--- src/design/cfr_pkg.sv ---
package cfr_pkg;

   typedef enum logic [1:0] {
      PH_WAIT = 2'd0,
      PH_DATA = 2'd1,
      PH_CSUM = 2'd2
   } cfr_phase_type;

   localparam logic [7:0] HELLO_BYTE     = 8'hAA;
   localparam logic [7:0] HANDSHAKE_BYTE = 8'hBB;
   localparam logic [7:0] ACK_BYTE       = 8'h00;
   localparam logic [7:0] NAK_BYTE       = 8'hFF;

   typedef struct packed {
      logic       tx_valid;
      logic [7:0] tx_byte;
      logic       data_valid;
      logic [7:0] data_byte;
      logic [3:0] data_index;
      logic       frame_done;
      logic       frame_ok;
   } cfr_result_type;

endpackage

--- src/design/cfr_step.sv ---
module cfr_step import cfr_pkg::*; #(
   parameter int FRAME_LEN  = 10,
   parameter int CountWidth = 4
) (
   input  cfr_phase_type        phase,
   input  logic [CountWidth-1:0] byte_count,
   input  logic [7:0]           running_sum,
   input  logic [7:0]           rx_byte,
   output cfr_phase_type        phase_next,
   output logic [CountWidth-1:0] byte_count_next,
   output logic [7:0]           running_sum_next,
   output cfr_result_type       result
);

   localparam logic [CountWidth-1:0] FrameLen = CountWidth'(FRAME_LEN);

   logic [CountWidth-1:0] count_inc;
   logic [CountWidth+3:0] count_ext;

   assign count_inc = byte_count + CountWidth'(1);
   assign count_ext = {4'b0000, byte_count};

   always_comb begin
      phase_next       = PH_WAIT;
      byte_count_next  = '0;
      running_sum_next = '0;
      result           = '0;
      case (phase)
         PH_DATA: begin
            result.data_valid = 1'b1;
            result.data_byte  = rx_byte;
            // index wraps on frames longer than 16 bytes
            result.data_index = count_ext[3:0];
            running_sum_next  = running_sum + rx_byte;
            byte_count_next   = count_inc;
            phase_next        = (count_inc >= FrameLen) ? PH_CSUM : PH_DATA;
         end
         PH_CSUM: begin
            result.frame_done = 1'b1;
            result.tx_valid   = 1'b1;
            if (rx_byte == running_sum) begin
               result.frame_ok = 1'b1;
               result.tx_byte  = ACK_BYTE;
               phase_next      = PH_WAIT;
            end else begin
               // nak: expect the payload again without a new hello
               result.tx_byte = NAK_BYTE;
               phase_next     = PH_DATA;
            end
         end
         default: begin
            if (rx_byte == HELLO_BYTE) begin
               result.tx_valid = 1'b1;
               result.tx_byte  = HANDSHAKE_BYTE;
               phase_next      = PH_DATA;
            end
         end
      endcase
   end

endmodule

--- src/design/checksum_frame_receiver_core.sv ---
// channel   direction  handshake           payload
// req       in         req_valid/req_stall  req_rx_byte
// rsp       out        rsp_valid/rsp_stall  rsp_tx_*, rsp_data_*, rsp_frame_*
//
// one received byte per cycle while req_stall is low; each byte gives one result, passing
// through the input register, then the phase/sum update into the result register
// synchronous active-high reset returns to waiting for hello with count and sum cleared
// rsp_stall holds the result register; the input register still takes a byte while the
// result register waits, and req_stall rises only once both are full
module checksum_frame_receiver_core import cfr_pkg::*; #(
   parameter int FRAME_LEN = 10
) (
   input  logic       clock,
   input  logic       reset,
   input  logic       req_valid,
   output logic       req_stall,
   input  logic [7:0] req_rx_byte,
   output logic       rsp_valid,
   input  logic       rsp_stall,
   output logic       rsp_tx_valid,
   output logic [7:0] rsp_tx_byte,
   output logic       rsp_data_valid,
   output logic [7:0] rsp_data_byte,
   output logic [3:0] rsp_data_index,
   output logic       rsp_frame_done,
   output logic       rsp_frame_ok
);

   localparam int CountWidth = $clog2(FRAME_LEN + 1);

   logic                  in_valid_ff, in_valid_in;
   logic [7:0]            in_byte_ff, in_byte_in;
   cfr_phase_type         phase_ff, phase_in, phase_step;
   logic [CountWidth-1:0] count_ff, count_in, count_step;
   logic [7:0]            sum_ff, sum_in, sum_step;
   logic                  out_valid_ff, out_valid_in;
   cfr_result_type        out_ff, out_in, result_step;
   logic                  out_load;
   logic                  stage_move;
   logic                  req_take;

   cfr_step #(
      .FRAME_LEN  (FRAME_LEN),
      .CountWidth (CountWidth)
   ) u_step (
      .phase            (phase_ff),
      .byte_count       (count_ff),
      .running_sum      (sum_ff),
      .rx_byte          (in_byte_ff),
      .phase_next       (phase_step),
      .byte_count_next  (count_step),
      .running_sum_next (sum_step),
      .result           (result_step)
   );

   assign out_load   = !out_valid_ff || !rsp_stall;
   assign stage_move = in_valid_ff && out_load;
   assign req_stall  = in_valid_ff && !out_load;
   assign req_take   = req_valid && !req_stall;

   always_comb begin
      in_valid_in  = req_stall ? in_valid_ff : req_valid;
      in_byte_in   = req_take ? req_rx_byte : in_byte_ff;
      phase_in     = stage_move ? phase_step : phase_ff;
      count_in     = stage_move ? count_step : count_ff;
      sum_in       = stage_move ? sum_step : sum_ff;
      out_valid_in = out_load ? in_valid_ff : out_valid_ff;
      out_in       = stage_move ? result_step : out_ff;
   end

   always_ff @(posedge clock) begin
      if (reset) begin
         in_valid_ff  <= 1'b0;
         out_valid_ff <= 1'b0;
         phase_ff     <= PH_WAIT;
         count_ff     <= '0;
         sum_ff       <= '0;
      end else begin
         in_valid_ff  <= in_valid_in;
         out_valid_ff <= out_valid_in;
         phase_ff     <= phase_in;
         count_ff     <= count_in;
         sum_ff       <= sum_in;
      end
   end

   always_ff @(posedge clock) begin
      in_byte_ff <= in_byte_in;
      out_ff     <= out_in;
   end

   assign rsp_valid      = out_valid_ff;
   assign rsp_tx_valid   = out_ff.tx_valid;
   assign rsp_tx_byte    = out_ff.tx_byte;
   assign rsp_data_valid = out_ff.data_valid;
   assign rsp_data_byte  = out_ff.data_byte;
   assign rsp_data_index = out_ff.data_index;
   assign rsp_frame_done = out_ff.frame_done;
   assign rsp_frame_ok   = out_ff.frame_ok;

endmodule

--- config.mk ---
export PLATFORM = sky130hd
export DESIGN_NAME = checksum_frame_receiver_core
export DESIGN_NICKNAME = d
export VERILOG_FILES = /design/src/design/cfr_pkg.sv /design/src/design/cfr_step.sv /design/src/design/checksum_frame_receiver_core.sv
export SDC_FILE = /design/constraint.sdc
export NUM_CORES = 1
export LEC_CHECK = 0
export BUFFER_PORTS_ARGS = -buffer_cell sky130_fd_sc_hd__buf_2
export CAP_MARGIN = 20
export CELL_PAD_IN_SITES_DETAIL_PLACEMENT = 0
export CELL_PAD_IN_SITES_GLOBAL_PLACEMENT = 2
export CORE_UTILIZATION = 35
export CTS_BUF_LIST = sky130_fd_sc_hd__clkbuf_16
export CTS_CLUSTER_SIZE = 28
export DETAILED_ROUTE_END_ITERATION = 7
export PLACE_DENSITY_LB_ADDON = 0.1
export SYNTH_ARGS = -nofsm -noshare
export SYNTH_HDL_FRONTEND = slang
export SYNTH_SLANG_ARGS = --single-unit
--- constraint.sdc ---
create_clock -name clock -period 2.6 [get_ports clock]
set_clock_uncertainty 0.05 [all_clocks]
set_input_delay 0.26 -clock clock [delete_from_list [all_inputs] [get_ports clock]]
set_output_delay 0.26 -clock clock [all_outputs]
set_load 0.1 [all_outputs]
==> run metrics <==
status=complete, no violations; post-DP HPWL=2.84 mm; Syn Nets=201; post-CTS setup buffers=0; worst skew pair latency=0.28 ns; DIE AREA=0.00602 mm2; largest net degree at the start of global routing=26; WHS=0.103 ns; Routed Antenna Nets=0; Core Rows=27; Lkg Pwr=0.000953 uW; slowest cell on the critical path=fa_1; Hold Path Class=input pin to flip-flop; crit-path max FO=3; Arr. time, crit path=2.18 ns; WP data required=2.71 ns; final WL=3.87 mm; WP buf/inv=0; number of synthesized flops with an enable pin=26; Area Overhead vs Synth=18.3%; Antenna diodes=0; CTS tree=yes; vias post-DR=1420; CP top delay family=adder cells; post-route cell area=0.00236 mm2; # hold bufs at CTS=0; reg2reg path depth=6; Initial Utilization=0.363; hold depth=1; Startpoint Class=flip-flop; Worst path max stage delay=0.42 ns; Slew @ Worst Pin=0.682 ns; Reg clk slew, reported paths=0.06 ns; vias per cell=4.98; Sink Count=42; DP Area=0.00222 mm2; Post-synth top cells=edfxtp_1, dfxtp_1, a21oi_1; total grt overflow=0; Setup TNS=0 ns; Resize count post-CTS=0; critical path depth=6; Root Buffer=clkbuf_16; register area=0.00110 mm2; synthesized instance count=177; DIE WIDTH=77.6 um; Fin. Hold Viols=0; leading post-synthesis cells by cell area=edfxtp_1, dfxtp_1, ha_1, and2_1, a21oi_1; DR WL/cell=13.6 um; IO Pins=38; critical path capture point type=flip-flop; maximum VDD drop=0.274 mV; Final GP Congestion=0.781; footprint of the multi-input gates=805 um2; I/O Buffers=37; MaxCap Viol Count=0; CTS H-tree lvls=2; average size of a mapped cell=11.3 um2; Core Area=0.00551 mm2; top cell type's share of synthesized area=0.391; vias in the first global route=1387; Fill cells=529; WS Path Type=flip-flop to flip-flop; Seq cells post-synth=42; clk buf depth=2; Slew Limit Fails=0; global-route wire length before repair=6.44 mm; post-synthesis cell type count=45; initial antenna violation count=0; crit-path cells=ha_1 -> fa_1 -> a211o_1 -> a211oi_1 -> or3_1 -> nand3_1; drt pass-1 iters=4; share of cells above drive strength 1=0.225; RSZ-0062 raised after global routing=false; sequential element share of the synthesized area=0.551; top-count cell post-synth=edfxtp_1; Mapped Area=0.00200 mm2; fin crit share=0.797; initial DRC count=74; Slew headroom=0.544; drc violations=0; ys flop type=edfxtp_1; pwr/cell area=663 mW/mm2; # nets final=236; Post-synth ARST share=0; Synth Warn #=0; maximum clock rate=483 MHz; total clock buffers created by CTS=5; cell taking the most area after synthesis=edfxtp_1; Setup violations, final=0; GR Util All Layers=0.141; die height=77.6 um; min Tclk post-route=2.07 ns
==> area by class of cell <==
class                   count  area share
clock buffers               5      0.0529
flip-flops and latches     42       0.466
well taps                  72      0.0381
inverters                   5     0.00794
clock inverters             3     0.00741
multi-input cells         118       0.340
repair buffers             40      0.0878
==> final timing paths <==
check | slack (ns) | from | endpoint
setup / recovery | 0.53 | in_byte_ff[0] | sum_ff[6]
hold / removal | 0.10 | req_rx_byte[4] | in_byte_ff[4]
setup reg to reg | 0.53 | in_byte_ff[0] | sum_ff[6]
hold reg to reg | 0.41 | sum_ff[2] | sum_ff[2]
==> report_power, final <==
group	total, uW	switching [uW]	internal [uW]
combinational	231	186	44.8
clock	591	239	352
sequential	747	13.8	733
==> worst reg2reg max path: stages (launching register included) <==
cell and delay (ns):
edfxtp_1 0.41, ha_1 0.25, fa_1 0.42, a211o_1 0.30, a211oi_1 0.30, or3_1 0.18, nand3_1 0.06
==> through the flow <==
step / total power [uW] / instances / setup WS [ns] / utilization
CTS: 1590 / 285 / 0.529 / 0.429
global route: 1630 / 285 / 0.404 / 0.429
floorplan: 953 / 177 / 0.0136 / -
finish: 1570 / 285 / 0.529 / 0.429
global placement: 993 / 277 / 0.609 / 0.404
detailed placement: 993 / 277 / 0.546 / 0.404
==> cell usage in the layout, fill, tap and decap left out, types with 6 or more instances in the layout <==
cell type / n
ha_1: 11
nand3b_1: 6
nand2_1: 13
dfxtp_1: 16
nand3_1: 7
and2_1: 13
nor2_1: 8
edfxtp_1: 26
a21oi_1: 14
buf_2: 37
==> sequential cells by signal (all words and copies together) (netlist names) <==
signal,count
count_ff,4
in_byte_ff,8
in_valid_ff,1
phase_ff,2
rsp_data_byte,8
rsp_data_index,4
rsp_data_valid,1
rsp_frame_done,1
rsp_frame_ok,1
rsp_tx_byte,2
rsp_tx_valid,1
rsp_valid,1
sum_ff,8
==> logic make-up (layout without fill, tap and decap cells) <==
family / after synthesis / in the layout / synth area share
mux: 1 / 1 / 0.00501
compound gates: 34 / 34 / 0.108
simple gates: 67 / 67 / 0.192
buf+inv: 17 / 53 / 0.0470
xor+xnor: 4 / 4 / 0.0175
fa+ha+maj: 12 / 12 / 0.0789
flops: 42 / 42 / 0.551
==> metal layers <==
metal  GRT usage  routed length (um)  vias up
met2       0.244                2000       36
met4      0.0566                  25        0
li1            -                   -      713
met3      0.0353                 147        2
met5           0                   0        -
met1       0.165                1700      669
Note: power is estimated with default switching activity, not from simulation.
